[config.mk]
export PLATFORM = sky130hd
export DESIGN_NAME = infix_to_postfix_converter
export DESIGN_NICKNAME = d
export VERILOG_FILES = /design/src/hdl/i2p_pkg.sv /design/src/hdl/infix_to_postfix_converter.sv /design/src/hdl/i2p_front.sv /design/src/hdl/i2p_queue.sv /design/src/hdl/i2p_back.sv
export SDC_FILE = /design/constraint.sdc
export NUM_CORES = 1
export LEC_CHECK = 0
export BUFFER_PORTS_ARGS = -buffer_cell sky130_fd_sc_hd__buf_4
export CORE_ASPECT_RATIO = 2
export CORE_MARGIN = 4
export CORE_UTILIZATION = 45
export CTS_CLUSTER_DIAMETER = 40
export DETAILED_ROUTE_END_ITERATION = 8
export SLEW_MARGIN = 20
export SYNTH_ARGS = -nofsm -noshare
export SYNTH_HDL_FRONTEND = slang
export SYNTH_SLANG_ARGS = --single-unit
[constraint.sdc]
create_clock -name clk_i -period 5 [get_ports clk_i]
set_clock_uncertainty 0.15 [all_clocks]
set_input_delay 0.5 -clock clk_i [delete_from_list [all_inputs] [get_ports clk_i]]
set_output_delay 0.5 -clock clk_i [all_outputs]
set_load 0.01 [all_outputs]
[src/hdl/i2p_pkg.sv]
// Shared types, constants and lookup functions of the infix-to-postfix converter.
`default_nettype none

package i2p_pkg;

  localparam int STACK_DEPTH = 32;
  localparam int CNT_W       = $clog2(STACK_DEPTH + 1);
  localparam int IDX_W       = $clog2(STACK_DEPTH);
  localparam int QUEUE_DEPTH = 2;
  localparam int QPTR_W      = $clog2(QUEUE_DEPTH);
  localparam int QCNT_W      = $clog2(QUEUE_DEPTH + 1);

  // Stack entry codes
  localparam logic [2:0] CODE_OPEN = 3'd0;
  localparam logic [2:0] CODE_ADD  = 3'd1;
  localparam logic [2:0] CODE_SUB  = 3'd2;
  localparam logic [2:0] CODE_MUL  = 3'd3;
  localparam logic [2:0] CODE_DIV  = 3'd4;
  localparam logic [2:0] CODE_POW  = 3'd5;

  localparam logic [7:0] CH_OPEN  = 8'h28;
  localparam logic [7:0] CH_CLOSE = 8'h29;
  localparam logic [7:0] CH_MUL   = 8'h2A;
  localparam logic [7:0] CH_ADD   = 8'h2B;
  localparam logic [7:0] CH_SUB   = 8'h2D;
  localparam logic [7:0] CH_DIV   = 8'h2F;
  localparam logic [7:0] CH_POW   = 8'h5E;

  typedef enum logic [2:0] {
    K_ALNUM,
    K_OPEN,
    K_CLOSE,
    K_OPER,
    K_END
  } kind_e;

  typedef struct packed {
    kind_e      kind;
    logic [7:0] sym;
    logic [2:0] code;
  } cmd_t;

  function automatic logic [7:0] code_char(input logic [2:0] code);
    case (code)
      CODE_OPEN: code_char = CH_OPEN;
      CODE_ADD:  code_char = CH_ADD;
      CODE_SUB:  code_char = CH_SUB;
      CODE_MUL:  code_char = CH_MUL;
      CODE_DIV:  code_char = CH_DIV;
      CODE_POW:  code_char = CH_POW;
      default:   code_char = 8'h00;
    endcase
  endfunction

  function automatic logic [1:0] code_prec(input logic [2:0] code);
    case (code)
      CODE_ADD, CODE_SUB: code_prec = 2'd1;
      CODE_MUL, CODE_DIV: code_prec = 2'd2;
      CODE_POW:           code_prec = 2'd3;
      default:            code_prec = 2'd0;
    endcase
  endfunction

endpackage

`default_nettype wire

[src/hdl/infix_to_postfix_converter.sv]
// Infix-to-postfix converter top level: front end, command queue and stack engine.
//
// Input channel: one ASCII character per word (symbol_i), or an end mark (is_end_i).
// A word moves when in_valid_i is high and in_stall_o is low. Characters other
// than letters, digits, parens and + - * / ^ are dropped without a result.
// Output channel: one postfix character per word, with last_o on the final word
// that an input causes; the end mark flushes the stack and closes with a
// terminator word (end_of_expr_o) carrying the overflow and unmatched-')' flags.
// A word moves when out_valid_o is high and out_stall_i is low.
// Flow: an accepted input is written into the command queue, and the stack engine
// reads it from there and registers the output word. The stack engine does one
// stack access per cycle, but an access that emits a word waits while out_stall_i
// holds the output word; each popped operator is a stack access of its own.
// While out_stall_i is high the output word holds; the two-entry queue holds the
// word in progress and one more, then in_stall_o rises until the engine retires one.
// Reset clears the stack count, the flags and all valid state at once.
`default_nettype none

module infix_to_postfix_converter (
  input  wire logic       clk_i,
  input  wire logic       rst_ni,
  input  wire logic       in_valid_i,
  output logic            in_stall_o,
  input  wire logic [7:0] symbol_i,
  input  wire logic       is_end_i,
  output logic            out_valid_o,
  input  wire logic       out_stall_i,
  output logic [7:0]      out_symbol_o,
  output logic            end_of_expr_o,
  output logic            last_o,
  output logic            overflow_seen_o,
  output logic            unmatched_close_o
);
  import i2p_pkg::*;

  logic wr_valid, q_full, rd_valid, rd_pop;
  cmd_t wr_cmd, rd_cmd;

  i2p_front u_front (
    .in_valid_i (in_valid_i),
    .symbol_i   (symbol_i),
    .is_end_i   (is_end_i),
    .q_full_i   (q_full),
    .in_stall_o (in_stall_o),
    .wr_valid_o (wr_valid),
    .wr_cmd_o   (wr_cmd)
  );

  i2p_queue u_queue (
    .clk_i      (clk_i),
    .rst_ni     (rst_ni),
    .wr_valid_i (wr_valid),
    .wr_cmd_i   (wr_cmd),
    .full_o     (q_full),
    .rd_valid_o (rd_valid),
    .rd_cmd_o   (rd_cmd),
    .rd_pop_i   (rd_pop)
  );

  i2p_back u_back (
    .clk_i             (clk_i),
    .rst_ni            (rst_ni),
    .rd_valid_i        (rd_valid),
    .rd_cmd_i          (rd_cmd),
    .rd_pop_o          (rd_pop),
    .out_valid_o       (out_valid_o),
    .out_stall_i       (out_stall_i),
    .out_symbol_o      (out_symbol_o),
    .end_of_expr_o     (end_of_expr_o),
    .last_o            (last_o),
    .overflow_seen_o   (overflow_seen_o),
    .unmatched_close_o (unmatched_close_o)
  );

endmodule

`default_nettype wire

[src/hdl/i2p_front.sv]
// Input front end: classifies each accepted character into a stack command.
`default_nettype none

module i2p_front (
  input  wire logic          in_valid_i,
  input  wire logic [7:0]    symbol_i,
  input  wire logic          is_end_i,
  input  wire logic          q_full_i,
  output logic               in_stall_o,
  output logic               wr_valid_o,
  output i2p_pkg::cmd_t      wr_cmd_o
);
  import i2p_pkg::*;

  logic keep;

  assign in_stall_o = q_full_i;

  always_comb begin
    keep             = 1'b1;
    wr_cmd_o.sym     = symbol_i;
    wr_cmd_o.code    = CODE_OPEN;
    wr_cmd_o.kind    = K_ALNUM;
    if (is_end_i) begin
      wr_cmd_o.kind = K_END;
    end else if (symbol_i inside {[8'h30:8'h39], [8'h41:8'h5A], [8'h61:8'h7A]}) begin
      wr_cmd_o.kind = K_ALNUM;
    end else begin
      case (symbol_i)
        CH_OPEN:  wr_cmd_o.kind = K_OPEN;
        CH_CLOSE: wr_cmd_o.kind = K_CLOSE;
        CH_ADD: begin
          wr_cmd_o.kind = K_OPER;
          wr_cmd_o.code = CODE_ADD;
        end
        CH_SUB: begin
          wr_cmd_o.kind = K_OPER;
          wr_cmd_o.code = CODE_SUB;
        end
        CH_MUL: begin
          wr_cmd_o.kind = K_OPER;
          wr_cmd_o.code = CODE_MUL;
        end
        CH_DIV: begin
          wr_cmd_o.kind = K_OPER;
          wr_cmd_o.code = CODE_DIV;
        end
        CH_POW: begin
          wr_cmd_o.kind = K_OPER;
          wr_cmd_o.code = CODE_POW;
        end
        // drop anything else
        default: keep = 1'b0;
      endcase
    end
  end

  assign wr_valid_o = in_valid_i && !q_full_i && keep;

endmodule

`default_nettype wire

[src/hdl/i2p_queue.sv]
// Short command queue between the front end and the stack engine.
`default_nettype none

module i2p_queue (
  input  wire logic          clk_i,
  input  wire logic          rst_ni,
  input  wire logic          wr_valid_i,
  input  wire i2p_pkg::cmd_t wr_cmd_i,
  output logic               full_o,
  output logic               rd_valid_o,
  output i2p_pkg::cmd_t      rd_cmd_o,
  input  wire logic          rd_pop_i
);
  import i2p_pkg::*;

  cmd_t              mem_q [QUEUE_DEPTH];
  logic [QPTR_W-1:0] wptr_q, wptr_d, rptr_q, rptr_d;
  logic [QCNT_W-1:0] cnt_q, cnt_d;
  logic              do_rd;

  assign full_o     = (cnt_q == QCNT_W'(QUEUE_DEPTH));
  assign rd_valid_o = (cnt_q != '0);
  assign rd_cmd_o   = mem_q[rptr_q];
  assign do_rd      = rd_pop_i && rd_valid_o;

  always_comb begin
    wptr_d = wptr_q;
    rptr_d = rptr_q;
    cnt_d  = cnt_q;
    if (wr_valid_i) begin
      wptr_d = (wptr_q == QPTR_W'(QUEUE_DEPTH - 1)) ? '0 : wptr_q + QPTR_W'(1);
    end
    if (do_rd) begin
      rptr_d = (rptr_q == QPTR_W'(QUEUE_DEPTH - 1)) ? '0 : rptr_q + QPTR_W'(1);
    end
    if (wr_valid_i && !do_rd) begin
      cnt_d = cnt_q + QCNT_W'(1);
    end else if (!wr_valid_i && do_rd) begin
      cnt_d = cnt_q - QCNT_W'(1);
    end
  end

  always_ff @(posedge clk_i or negedge rst_ni) begin
    if (!rst_ni) begin
      wptr_q <= '0;
      rptr_q <= '0;
      cnt_q  <= '0;
    end else begin
      wptr_q <= wptr_d;
      rptr_q <= rptr_d;
      cnt_q  <= cnt_d;
    end
  end

  always_ff @(posedge clk_i) begin
    if (wr_valid_i) begin
      mem_q[wptr_q] <= wr_cmd_i;
    end
  end

endmodule

`default_nettype wire

[src/hdl/i2p_back.sv]
// Stack engine: runs queued commands on the operator stack and drives the output word.
`default_nettype none

module i2p_back (
  input  wire logic          clk_i,
  input  wire logic          rst_ni,
  input  wire logic          rd_valid_i,
  input  wire i2p_pkg::cmd_t rd_cmd_i,
  output logic               rd_pop_o,
  output logic               out_valid_o,
  input  wire logic          out_stall_i,
  output logic [7:0]         out_symbol_o,
  output logic               end_of_expr_o,
  output logic               last_o,
  output logic               overflow_seen_o,
  output logic               unmatched_close_o
);
  import i2p_pkg::*;

  logic [2:0]       stack_q [STACK_DEPTH];
  logic [CNT_W-1:0] cnt_q, cnt_d;
  logic [2:0]       top_q, top_d;
  logic             ovf_q, ovf_d, unm_q, unm_d;
  logic             oval_q, oval_d;

  logic             out_can, has, at_one, full;
  logic [2:0]       sec;
  logic             emit, e_end, e_last, e_ovf, e_unm;
  logic [7:0]       e_sym;
  logic             push, pop;
  logic [2:0]       push_code;

  assign out_can = !oval_q || !out_stall_i;
  assign has     = (cnt_q != '0);
  assign at_one  = (cnt_q == CNT_W'(1));
  assign full    = (cnt_q >= CNT_W'(STACK_DEPTH));
  // entry just below the top; only meaningful when more than one entry is stacked
  assign sec     = stack_q[IDX_W'(cnt_q - CNT_W'(2))];

  always_comb begin
    rd_pop_o  = 1'b0;
    emit      = 1'b0;
    e_sym     = 8'h00;
    e_end     = 1'b0;
    e_last    = 1'b0;
    e_ovf     = 1'b0;
    e_unm     = 1'b0;
    push      = 1'b0;
    pop       = 1'b0;
    push_code = rd_cmd_i.code;
    ovf_d     = ovf_q;
    unm_d     = unm_q;
    if (rd_valid_i) begin
      case (rd_cmd_i.kind)
        K_ALNUM: begin
          if (out_can) begin
            emit     = 1'b1;
            e_sym    = rd_cmd_i.sym;
            e_last   = 1'b1;
            rd_pop_o = 1'b1;
          end
        end
        K_OPEN: begin
          push_code = CODE_OPEN;
          if (full) ovf_d = 1'b1;
          else push = 1'b1;
          rd_pop_o = 1'b1;
        end
        K_CLOSE: begin
          if (!has) begin
            unm_d    = 1'b1;
            rd_pop_o = 1'b1;
          end else if (top_q == CODE_OPEN) begin
            pop      = 1'b1;
            rd_pop_o = 1'b1;
          end else if (out_can) begin
            emit   = 1'b1;
            e_sym  = code_char(top_q);
            e_last = at_one || (sec == CODE_OPEN);
            pop    = 1'b1;
          end
        end
        K_OPER: begin
          if (has && (code_prec(top_q) >= code_prec(rd_cmd_i.code))) begin
            if (out_can) begin
              emit   = 1'b1;
              e_sym  = code_char(top_q);
              e_last = at_one || (code_prec(sec) < code_prec(rd_cmd_i.code));
              pop    = 1'b1;
            end
          end else begin
            if (full) ovf_d = 1'b1;
            else push = 1'b1;
            rd_pop_o = 1'b1;
          end
        end
        K_END: begin
          if (out_can) begin
            emit = 1'b1;
            if (has) begin
              e_sym = code_char(top_q);
              pop   = 1'b1;
            end else begin
              // terminator carries the sticky flags, then clears them
              e_end    = 1'b1;
              e_last   = 1'b1;
              e_ovf    = ovf_q;
              e_unm    = unm_q;
              ovf_d    = 1'b0;
              unm_d    = 1'b0;
              rd_pop_o = 1'b1;
            end
          end
        end
        default: rd_pop_o = 1'b1;
      endcase
    end
  end

  always_comb begin
    cnt_d = cnt_q;
    top_d = top_q;
    if (push) begin
      cnt_d = cnt_q + CNT_W'(1);
      top_d = push_code;
    end else if (pop) begin
      cnt_d = cnt_q - CNT_W'(1);
      top_d = sec;
    end
  end

  always_comb begin
    oval_d = oval_q;
    if (emit) oval_d = 1'b1;
    else if (!out_stall_i) oval_d = 1'b0;
  end

  always_ff @(posedge clk_i or negedge rst_ni) begin
    if (!rst_ni) begin
      cnt_q  <= '0;
      ovf_q  <= 1'b0;
      unm_q  <= 1'b0;
      oval_q <= 1'b0;
    end else begin
      cnt_q  <= cnt_d;
      ovf_q  <= ovf_d;
      unm_q  <= unm_d;
      oval_q <= oval_d;
    end
  end

  always_ff @(posedge clk_i) begin
    top_q <= top_d;
    if (push) begin
      stack_q[cnt_q[IDX_W-1:0]] <= push_code;
    end
    if (emit) begin
      out_symbol_o      <= e_sym;
      end_of_expr_o     <= e_end;
      last_o            <= e_last;
      overflow_seen_o   <= e_ovf;
      unmatched_close_o <= e_unm;
    end
  end

  assign out_valid_o = oval_q;

endmodule

`default_nettype wire
=== Word-level counts from Yosys, hierarchy flattened ===
Memories as Yosys holds them, arrays and structs flattened.
Index checks and enable logic that the tools add are counted.
Widths: inputs -> output; s select.

* Register bits after elaboration: 28
* Bits in writable memories: 124
* Input bits: 13
* Output and inout bits: 14
* Logic and storage cells: 194
* Memories: 2

* $add $sub $neg: 7
* $lt $le $gt $ge: 9
* Equal/unequal tests: 33
* Muxes and demuxes: 87
* Bitwise logic cells: 3
* Reduce and logical (&&, ||, !) cells: 40

{| class="wikitable"
|+ Memory list
! name !! words !! width !! rd ports !! clocked after memory_dff !! wr ports !! line !! source
|-
| u_back.stack_q || 32 || 3 || 1 || 0 || 1 || i2p_back.sv:20 || <nowiki>logic [2:0] stack_q [STACK_DEPTH];</nowiki>
|-
| u_queue.mem_q || 2 || 14 || 1 || 0 || 1 || i2p_queue.sv:16 || <nowiki>cmd_t mem_q [QUEUE_DEPTH];</nowiki>
|}

{| class="wikitable"
|+ Operators with widths
! cell !! number
|-
| $mux 8 || 7
|-
| $eq 8x6->1 const B || 6
|-
| $pmux 7 s6 || 1
|-
| $mux 1 || 40
|-
| $pmux 7 s5 || 1
|-
| $pmux 8 s4 || 1
|-
| $mux 2 || 14
|-
| $eq 3x2->1 const B || 8
|-
| $mux 3 || 8
|-
| $pmux 2 s3 || 4
|-
| $eq 3x3->1 const B || 7
|-
| $ge 8x7->1 const B || 2
|-
| $le 8x7->1 const B || 2
|-
| $pmux 3 s5 || 1
|-
| $reduce_or 2->1 || 7
|-
| $eq 3x1->1 const B || 4
|-
| $mux 6 || 2
|-
| $reduce_and 5->1 || 2
|-
| $logic_and 1x1->1 || 9
|-
| $logic_not 3->1 || 3
|-
| $pmux 1 s3 || 3
|-
| $eq 8x7->1 const B || 1
|-
| $ge 8x6->1 const B || 1
|-
| $le 8x6->1 const B || 1
|-
| 26 further kinds || 44
|}

=== Longest topological paths before layout ===
Gate-level depths: netlist of run 1.
An unclocked memory read counts as a cell.

* Depth in word-level cells: 16
* Gate-level depth with buffers: 16
* Depth with buffers taken out: 14

=== By module ===
Synthesis of run 1 repeated with hierarchy kept, for this count alone.

* Cells, all modules: 512
* Area total of the unflattened synthesis: 7166.9 um2

{| class="wikitable"
|+ Modules (own cells, without submodules)
! module !! times used !! cells an instance !! area an instance (um2) !! seq. area each (um2)
|-
| i2p_back || 1 || 404 || 5595.4 || 3558.4
|-
| i2p_queue || 1 || 60 || 1252.5 || 940.9
|-
| i2p_front || 1 || 48 || 319.1 || 0.0
|}

=== Least setup slack after synthesis of run 1 ===
No wires, ideal clock.

* Path type: reg-to-reg
* From: reg u_back.cnt_q[1]
* To: reg u_back.last_o, data pin
* Setup time: 0.268 ns
* Data arrival time: 3.136 ns
* Required time: 4.582 ns
* Slack: 1.446 ns
* Cell stages (with the launch flop): 15
* Buffers on the path: 2
* Clock period less this slack: 3.554 ns
* Cells stage by stage: dfrtp_1 > buf_2 > inv_1 > ha_1 > clkbuf_1 > mux4_2 > mux4_2 > mux2i_4 > nand3_1 > o21ai_0 > ha_1 > inv_1 > o211a_1 > a21oi_1 > o22ai_1

* Longest elaborated chain between the ends: 14
* Elaborated cells between the ends (all ways): 29
* Classes of those cells: add/sub (1); order compare (1); eq/ne (6); mux (13); reduce/logical (7); memory (1)

{| class="wikitable"
|+ Ends and longest elaborated chain
! element !! line !! source
|-
| start: declaration || i2p_back.sv:21 || <nowiki>logic [CNT_W-1:0] cnt_q, cnt_d;</nowiki>
|-
| start signal: assignment || i2p_back.sv:145 || <nowiki>cnt_q <= cnt_d;</nowiki>
|-
| $sub 5x2->5 || i2p_back.sv:38 || <nowiki>assign sec = stack_q[IDX_W'(cnt_q - CNT_W'(2))];</nowiki>
|-
| $mem_v2 32x3 || -- ||
|-
| $eq 3x2->1 (tied with other cells) || i2p_pkg.sv:56 || <nowiki>case (code)</nowiki>
|-
| $reduce_or 2->1 || i2p_pkg.sv:56 ||
|-
| $pmux 2 s3 || i2p_pkg.sv:56 ||
|-
| $mux 2 || i2p_back.sv:85 || <nowiki>if (out_can) begin</nowiki>
|-
| $mux 2 || i2p_back.sv:84 || <nowiki>if (has && (code_prec(top_q) >= code_prec(rd_cmd_i.code))) begin</nowiki>
|-
| $mux 2 || i2p_back.sv:54 || <nowiki>case (rd_cmd_i.kind)</nowiki>
|-
| $mux 2 || i2p_back.sv:53 || <nowiki>if (rd_valid_i) begin</nowiki>
|-
| $lt 2x2->1 || i2p_back.sv:88 || <nowiki>e_last = at_one || (code_prec(sec) < code_prec(rd_cmd_i.code));</nowiki>
|-
| $logic_or 1x1->1 || i2p_back.sv:88 ||
|-
| $mux 1 || i2p_back.sv:85 ||
|-
| $mux 1 || i2p_back.sv:84 ||
|-
| $pmux 1 s4 * || i2p_back.sv:54 ||
|-
| end signal: assignment || i2p_back.sv:160 || <nowiki>last_o <= e_last;</nowiki>
|-
| end: declaration || i2p_back.sv:14 || <nowiki>output logic last_o,</nowiki>
|}

Every way passes the cells marked *; elsewhere a longest branch is shown, timed or not. The select of a mux whose other input is x is not followed.
A chain may end at the register's enable or synchronous reset.

=== Worst setup path after layout of run 1 ===
* From: reg u_queue.rptr_q
* To: mem u_back.stack_q[26][1], enable pin

* Longest elaborated chain between the ends: 13
* Elaborated cells between the ends (all ways): 20
* Classes of those cells: order compare (1); eq/ne (7); mux (8); reduce/logical (3); memory (1)

{| class="wikitable"
|+ Ends and longest elaborated chain
! element !! line !! source
|-
| start: declaration || i2p_queue.sv:17 || <nowiki>logic [QPTR_W-1:0] wptr_q, wptr_d, rptr_q, rptr_d;</nowiki>
|-
| start signal: assignment || i2p_queue.sv:50 || <nowiki>rptr_q <= rptr_d;</nowiki>
|-
| $mem_v2 2x14 * || -- ||
|-
| $eq 3x2->1 (tied with other cells) || i2p_pkg.sv:56 ||
|-
| $reduce_or 2->1 || i2p_pkg.sv:56 ||
|-
| $pmux 2 s3 || i2p_pkg.sv:56 ||
|-
| $mux 2 || i2p_back.sv:54 ||
|-
| $mux 2 || i2p_back.sv:53 ||
|-
| $ge 2x2->1 || i2p_back.sv:84 ||
|-
| $logic_and 1x1->1 || i2p_back.sv:84 ||
|-
| $mux 1 || i2p_back.sv:84 ||
|-
| $pmux 1 s2 * || i2p_back.sv:54 ||
|-
| $mux 1 * || i2p_back.sv:53 ||
|-
| $mux 1 * || i2p_back.sv:154 || <nowiki>if (push) begin</nowiki>
|-
| $mux 1 (not written as such) * || i2p_back.sv:155 || <nowiki>stack_q[cnt_q[IDX_W-1:0]] <= push_code;</nowiki>
|-
| end: declaration || i2p_back.sv:20 ||
|}

Marked as above.

==> results of run 1 <==
==> path summary, 6_finish.rpt <==
check / startpoint / to / slack (ps)
max: u_queue.rptr_q / u_back.stack_q[26][1] / 770
max reg2reg: u_queue.rptr_q / u_back.stack_q[26][1] / 770
min: is_end_i / u_queue.mem_q[1][13] / 150
max in group asynchronous: rst_ni / u_back.ovf_q / 4180
min reg2reg: u_queue.wptr_q / u_queue.wptr_q / 340
min in group asynchronous: rst_ni / u_queue.cnt_q[0] / 330
==> layer usage <==
layer / global-route usage (%) / vias to the layer above / share of wire, %
met5: 0 / - / 0
met4: 13.5 / 0 / 5.9
met3: 3.23 / 39 / 3.0
met2: 40.8 / 115 / 59
met1: 18.0 / 2146 / 32
li1: - / 2001 / -
==> cell type report <==
class                      count  area share, %
sequential                   152           55.5
timing repair buffer          36           3.37
clock buffer                  17           5.25
multi-input combinational    318           30.4
tap                          198           3.06
clock inverter                15           1.90
inverter                      11          0.510
==> sequential cells by signal, summed over array words and instances (netlist names), 2 cells and up <==
signal / flops
u_back.stack_q: 96
u_queue.mem_q: 28
u_back.out_symbol_o: 8
u_back.cnt_q: 6
u_back.top_q: 3
u_queue.cnt_q: 2
==> per-stage QoR <==
| stage | power [W] | hold slack (ps) | setup slack, ps | util (%) | area (um^2) |
|---|---|---|---|---|---|
| floorplan | 0.00334 | 54.4 | 1450 | - | 7110 |
| global placement | 0.00391 | 218 | 835 | 48.9 | 7510 |
| detailed placement | 0.00394 | 219 | 751 | 48.9 | 7510 |
| CTS | 0.00520 | 123 | 704 | 52.7 | 8100 |
| global route | 0.00547 | 128 | 493 | 52.7 | 8100 |
| finish | 0.00517 | 145 | 769 | 52.7 | 8100 |
==> power groups by stage <==
| stage | registers [W] | clock network [W] | logic, W |
|---|---|---|---|
| floorplan | 0.00182 | 0 | 0.00152 |
| global placement | 0.00187 | 0 | 0.00204 |
| detailed placement | 0.00188 | 0 | 0.00207 |
| CTS | 0.00185 | 0.00128 | 0.00207 |
| global route | 0.00188 | 0.00134 | 0.00225 |
| finish | 0.00185 | 0.00126 | 0.00206 |
==> cells in the final DEF, fill, tap and decap left out, types with 3 or more instances in the layout <==
cell       count
ha_1          15
nand3b_1       4
o211a_1        3
nor4_1         3
nand2_1       32
nor4b_1        3
inv_8          3
a31oi_1        3
a22oi_1        4
dfrtp_1       13
a21oi_1       23
nand2b_1       4
inv_1         10
nor3_1        16
and2_1         6
xnor2_1        6
nor3b_1        4
buf_4         35
nor2b_1        6
nor2_1        60
o21ai_0       22
clkbuf_16     17
edfxtp_1     139
nand2_2        4
inv_6          6
mux4_2        25
mux2_2        11
mux2i_1       13
xor2_1         4
nand3_1        9
==> cell families after synthesis <==
family / after synthesis
compound gates: 75
flops: 152
buf+inv: 32
xor+xnor: 11
simple gates: 167
mux: 50
fa+ha+maj: 15
==> critical path: stages, from the launching register on <==
cell and delay (ps):
dfrtp_1 740, nor3_1 130, a21oi_1 310, ha_1 290, nand2b_1 140, a21oi_1 340, o211ai_1 150, a21oi_2 630
nand2_2 340, nor3_1 630
==> what timing repair did <==
action	in CTS	in global routing
hold buffers	1	0
setup buffers	0	0
hold endpoints to repair	13	0
==> flow_metrics.tcl, run 1 <==
set metrics [dict create \
    outcome "finished, final reports clean" \
    synth.area.mux_share_pct 11.8 \
    top_level_ports 27 \
    multi_input_area_um2 2460 \
    area_growth_from_synthesis_to_final_layout_pct 14.0 \
    cts.sinks 152 \
    finalWorstPathRequiredPeriod_ps 4230 \
    netSwitchingPower_w 0.00193 \
    synth_simple_gate_area_share_pct 11.9 \
    grtUsageTotal_pct 20.3 \
    post_synth_design_cell_area_um2 7110 \
    relSlewSlack_pct 33.5 \
    placed_cells 714 \
    cts_inserted_buffers 17 \
    power.density_cell_area_nw_per_um2 638 \
    clkSlewWorstSetupHoldPaths_ps 70 \
    detailedPlacementHpwl_mm 13.0 \
    drt_first_pass_iters 7 \
    drt_first_iter_violations 220 \
    port_buffers 26 \
    placeableCoreArea_um2 15400 \
    cts_max_level 4 \
    synth-seq-area-share_pct 63.3 \
    postSynth.topFlopCell "edfxtp_1" \
    fin_tns_setup_ps 0 \
    criticalPathCategory "reg -> reg" \
    postSynthRegisterBits 152 \
    drt-wirelength-per-cell_um 23.3 \
    synth_xor_xnor_area_share_pct 1.46 \
    die_y_um 186 \
    register_area_um2 4500 \
    place.gp.congestion 0.845 \
    synth_warnings 0 \
    clockPowerShare_pct 24.4 \
    clock_insertion_delay_at_the_later_pin_of_the_skew_report_ps 420 \
    final-hold-violation-count 0 \
    critical_path_arrival_ps 4130 \
    p_leak_nw 2.73 \
    vias_per_cell 5.76 \
    synth_nets 530 \
    initial_core_util_pct 46.2 \
    dieArea_um2 18000 \
    postRouteWirelength_mm 17.4 \
    grt_overflow 0 \
    clock_tree.buffer_depth 2 \
    critPathCaptureType "flop" \
    crit_path_max_fanout 15 \
    power_frac_comb_pct 39.8 \
    cellInternalPower_w 0.00324 \
    fmaxAchievable_ghz 0.236 \
    grt_setup_unrepaired "no" \
    cts-root-buf "clkbuf_16" \
    p_sw_share_pct 37.4 \
    finalSetupViolCount 0 \
    r2r_cells 9 \
    library_cell_with_the_highest_instance_count_after_synthesis "edfxtp_1" \
    synthesized_instance_count 502 \
    drtAntennaViolNets 0 \
    synth-async-reset-ratio_pct 8.55 \
    yosys.area_share.adder_pct 2.64 \
    yosys.cell_types.count 59 \
    row_count 64 \
    combinational_family_with_the_most_area_after_synthesis "simple AND/OR/NAND/NOR gates" \
    hold_path.class "in -> reg" \
    first_pass_grt_wire_length_mm 26.7 \
    via_count_of_the_first_global_routing_pass 4606 \
    synth-compound-area-share_pct 6.76 \
    synth_top_area_share_pct 58.7 \
    synth_top_cells_by_area "edfxtp_1 59%, mux4_2 7.9%, dfrtp_1 4.6%" \
    die_w_um 96.9 \
    tritoncts "yes" \
    number_of_nets_in_the_layout 564 \
    grt_antenna_before_repair 0 \
    synth.largest_area_cell "edfxtp_1" \
    drv_cap 0 \
    hold-path-cell-count 1 \
    power.ir.vdd_worst_mv 0.338 \
    slew_viol_final 0 \
    cp_data_required_time_ps 4900 \
    synth.cells.most_frequent "139 x edfxtp_1, 61 x nor2_1, 32 x nand2_1, 25 x mux4_2, 23 x a21oi_1" \
    fin_cells 747 \
    fill_cells 1323 \
    route.vias.total 4301 \
    synth_edf_count 139 \
    timing_worst_slew_pin_value_ps 994 \
    cts.repair.resized 0 \
    insertedDiodeCount 0 \
    drive_gt1_share_pct 21.9 \
    drc 0 \
    timing.critical_path.from_type "flop" \
    post-route-period-util_pct 84.6 \
    avgSynthCellArea_um2 14.2 \
    power.share.sequential_pct 35.8 \
    pin_count_of_the_biggest_net_entering_global_routing 34 \
]
No activity file was read; power rests on OpenSTA's default activity.
==> run 2: changes to the inputs <==
--- a/config.mk
+++ b/config.mk
@@ -5,6 +5,7 @@
 export SDC_FILE = /design/constraint.sdc
 export NUM_CORES = 1
 export LEC_CHECK = 0
+export ABC_AREA = 1
 export BUFFER_PORTS_ARGS = -buffer_cell sky130_fd_sc_hd__buf_4
 export CORE_ASPECT_RATIO = 2
 export CORE_MARGIN = 4
==> constraint.sdc (replaced) <==
create_clock -name clk_i -period 4 [get_ports clk_i]
set_clock_uncertainty 0.15 [all_clocks]
set_input_delay 0.4 -clock clk_i [delete_from_list [all_inputs] [get_ports clk_i]]
set_output_delay 0.4 -clock clk_i [all_outputs]
set_load 0.01 [all_outputs]
==> flow_metrics.tcl, run 2 <==
set metrics [dict create \
    grt_overflow 0 \
    most_common_cell_after_layout_fill_and_taps_aside "nand2_1" \
    port_buffers 26 \
    hold_path.class "in -> reg" \
    synth_edf_count 139 \
    slew_viol_final 0 \
    timing.critical_path.slowest_cell_delay_ps 740 \
    first_pass_grt_wire_length_mm 28.1 \
    clock_insertion_delay_at_the_later_pin_of_the_skew_report_ps 420 \
    post_synth_design_cell_area_um2 7270 \
    pin_count_of_the_biggest_net_entering_global_routing 54 \
    cts.sinks 152 \
    clock_tree.buffer_depth 2 \
    insertedDiodeCount 0 \
    cts_inserted_buffers 17 \
    finalWorstPathRequiredPeriod_ps 3560 \
    dpl-instance-area_um2 7780 \
    cpLargestDelayFamily "simple AND/OR/NAND/NOR gates" \
    postSynthRegisterBits 152 \
    die_y_um 188 \
    postSynth.topFlopCell "edfxtp_1" \
    synth.cells.most_frequent "202 x nand2_1, 139 x edfxtp_1, 96 x nor2_1, 86 x nand3_1, 85 x inv_1" \
    postRouteWirelength_mm 17.8 \
    synth_warnings 0 \
    most-common-layout-cells "202 x nand2_1, 139 x edfxtp_1, 93 x nor2_1" \
    clkSlewWorstSetupHoldPaths_ps 70 \
    number_of_flip_flops_under_the_largest_register_name 96 \
    place_ws_ps 474 \
    grt_antenna_before_repair 0 \
    number_of_nets_in_the_layout 828 \
    synth-seq-area-share_pct 61.9 \
    relSlewSlack_pct 36.6 \
    cts.repair.resized 0 \
    drc 0 \
    critPathCaptureType "flop" \
    post-route-period-util_pct 89.0 \
    p_leak_nw 3.46 \
    synth-async-reset-ratio_pct 8.55 \
    layout.cell_area.non_filler_um2 8400 \
    synth.largest_area_cell "edfxtp_1" \
    grt_setup_unrepaired "no" \
    synth_top_cells_by_area "edfxtp_1 57%, nand2_1 10%, nand3_1 5.9%" \
    drv_cap 0 \
    route.vias.total 5257 \
    place.gp.congestion 0.862 \
    power.ir.vdd_worst_mv 0.421 \
    final-hold-violation-count 0 \
    fin_tns_setup_ps 0 \
    worstPathBufferInverterCount 0 \
    critical_path_arrival_ps 3450 \
    crit_chain "mux2i_1, o21ai_0, ha_1, o21ai_0, nand2_1, nand2_1, nor4_1, nor2_1, nor2_1" \
    synthesized_instance_count 762 \
    cts-root-buf "clkbuf_16" \
    via_count_of_the_first_global_routing_pass 5590 \
    yosys.cell_types.count 34 \
    timing.critical_path.from_type "flop" \
    vias_per_cell 5.18 \
    avgSynthCellArea_um2 9.55 \
    top_level_ports 27 \
    tritoncts "yes" \
    post-route-worst-setup-slack_ps 440 \
    area_growth_from_synthesis_to_final_layout_pct 15.4 \
    critical_path.slowest_cell "nor2_1" \
    cts_max_level 4 \
    placeableCoreArea_um2 15900 \
    library_cell_with_the_highest_instance_count_after_synthesis "nand2_1" \
    finalSetupViolCount 0 \
    fmaxAchievable_ghz 0.281 \
    synth_top_area_share_pct 57.4 \
    drt_first_iter_violations 208 \
    detailedPlacementHpwl_mm 13.0 \
    outcome "finished, final reports clean" \
    drt_first_pass_iters 4 \
    drtAntennaViolNets 0 \
    dieArea_um2 18400 \
    power.density_cell_area_nw_per_um2 836 \
    grtUsageTotal_pct 20.2 \
    cp_data_required_time_ps 3890 \
    row_count 65 \
    whs_ps 40.4 \
    initial_core_util_pct 45.9 \
    criticalPathCategory "reg -> reg" \
    crit_path_max_fanout 12 \
    timing_worst_slew_pin_value_ps 948 \
    drive_gt1_share_pct 11.4 \
    synth_nets 790 \
    die_w_um 97.9 \
    drt-wirelength-per-cell_um 17.5 \
]
-- run 2: cell types whose count changed in the layout (fill, tap and decap cells not counted), moves of 6 or more --
cell / before / now
and2_1: 6 / 0
inv_1: 10 / 85
mux2_2: 11 / 0
mux2i_1: 13 / 3
mux4_2: 25 / 0
nand2_1: 32 / 202
nand3_1: 9 / 86
nor2_1: 60 / 93
nor2b_1: 6 / 0
-- run 2: cell type report --
cell class	instances	area, um^2
clock buffers	17	425
clock inverters	15	181
fillers	1431	7460
inverters	88	330
multi-input cells	498	2340
flip-flops and latches	152	4500
well taps	201	251
repair buffers	43	363
-- run 2: kinds of logic (layout without fill, tap and decap cells) --
group | after synthesis | in the layout | share of synthesized area (%)
buffers and inverters | 112 | 163 | 6.02
AOI/OAI and AO/OA | 56 | 56 | 4.27
xor gates and xnor gates | 10 | 10 | 1.20
DFF | 152 | 152 | 61.9
adders and majority gates | 15 | 15 | 2.58
and+or+nand+nor | 414 | 414 | 23.7
muxes | 3 | 3 | 0.413
-- run 2: final timing paths --
path / startpoint / endpoint / slack, ps / cells after the start
max in group asynchronous: rst_ni / u_back.cnt_q[3] / 3280 / 2
setup / recovery: u_queue.rptr_q / u_back.last_o / 440 / 9
hold / removal: symbol_i[5] / u_queue.mem_q[1][8] / 40 / 1
hold reg to reg: u_queue.cnt_q[0] / u_queue.cnt_q[0] / 380 / 1
min in group asynchronous: rst_ni / u_back.ovf_q / 230 / 2
setup reg to reg: u_queue.rptr_q / u_back.last_o / 440 / 9
-- run 2: power by group --
part / switching, W / total, W / internal (W)
clock: 0.000686 / 0.00163 / 0.000946
combinational: 0.00211 / 0.00306 / 0.000949
sequential: 0.000149 / 0.00233 / 0.00218
total: 0.00294 / 0.00702 / 0.00408
-- run 2: layer usage --
layer / GRT usage (%) / vias up / wire, um
met5: 0 / - / 0
met4: 10.5 / 0 / 615
met3: 3.35 / 33 / 372
met2: 41.3 / 98 / 11000
met1: 17.7 / 2518 / 5840
li1: - / 2608 / -
-- run 2: worst register-to-register path, stage by stage, from the launching register on --
cell and delay [ps]:
dfrtp_1 540, mux2i_1 470, o21ai_0 240, ha_1 320, o21ai_0 80, nand2_1 70
nand2_1 80, nor4_1 350, nor2_1 140, nor2_1 740
-- run 2: timing repair --
item | 4_1_cts | 5_1_grt
hold endpoints to repair | 13 | 0
setup buffers | 0 | 0
hold buffers | 1 | 0
-- run 2: per-stage QoR --
| stage | total power, W | instances | util (%) |
|---|---|---|---|
| CTS | 0.00709 | 1014 | 52.9 |
| detailed placement | 0.00544 | 981 | 49.0 |
| global route | 0.00752 | 1014 | 52.9 |
| floorplan | 0.00433 | 762 | - |
| finish | 0.00702 | 1014 | 52.9 |
| global placement | 0.00537 | 981 | 49.0 |
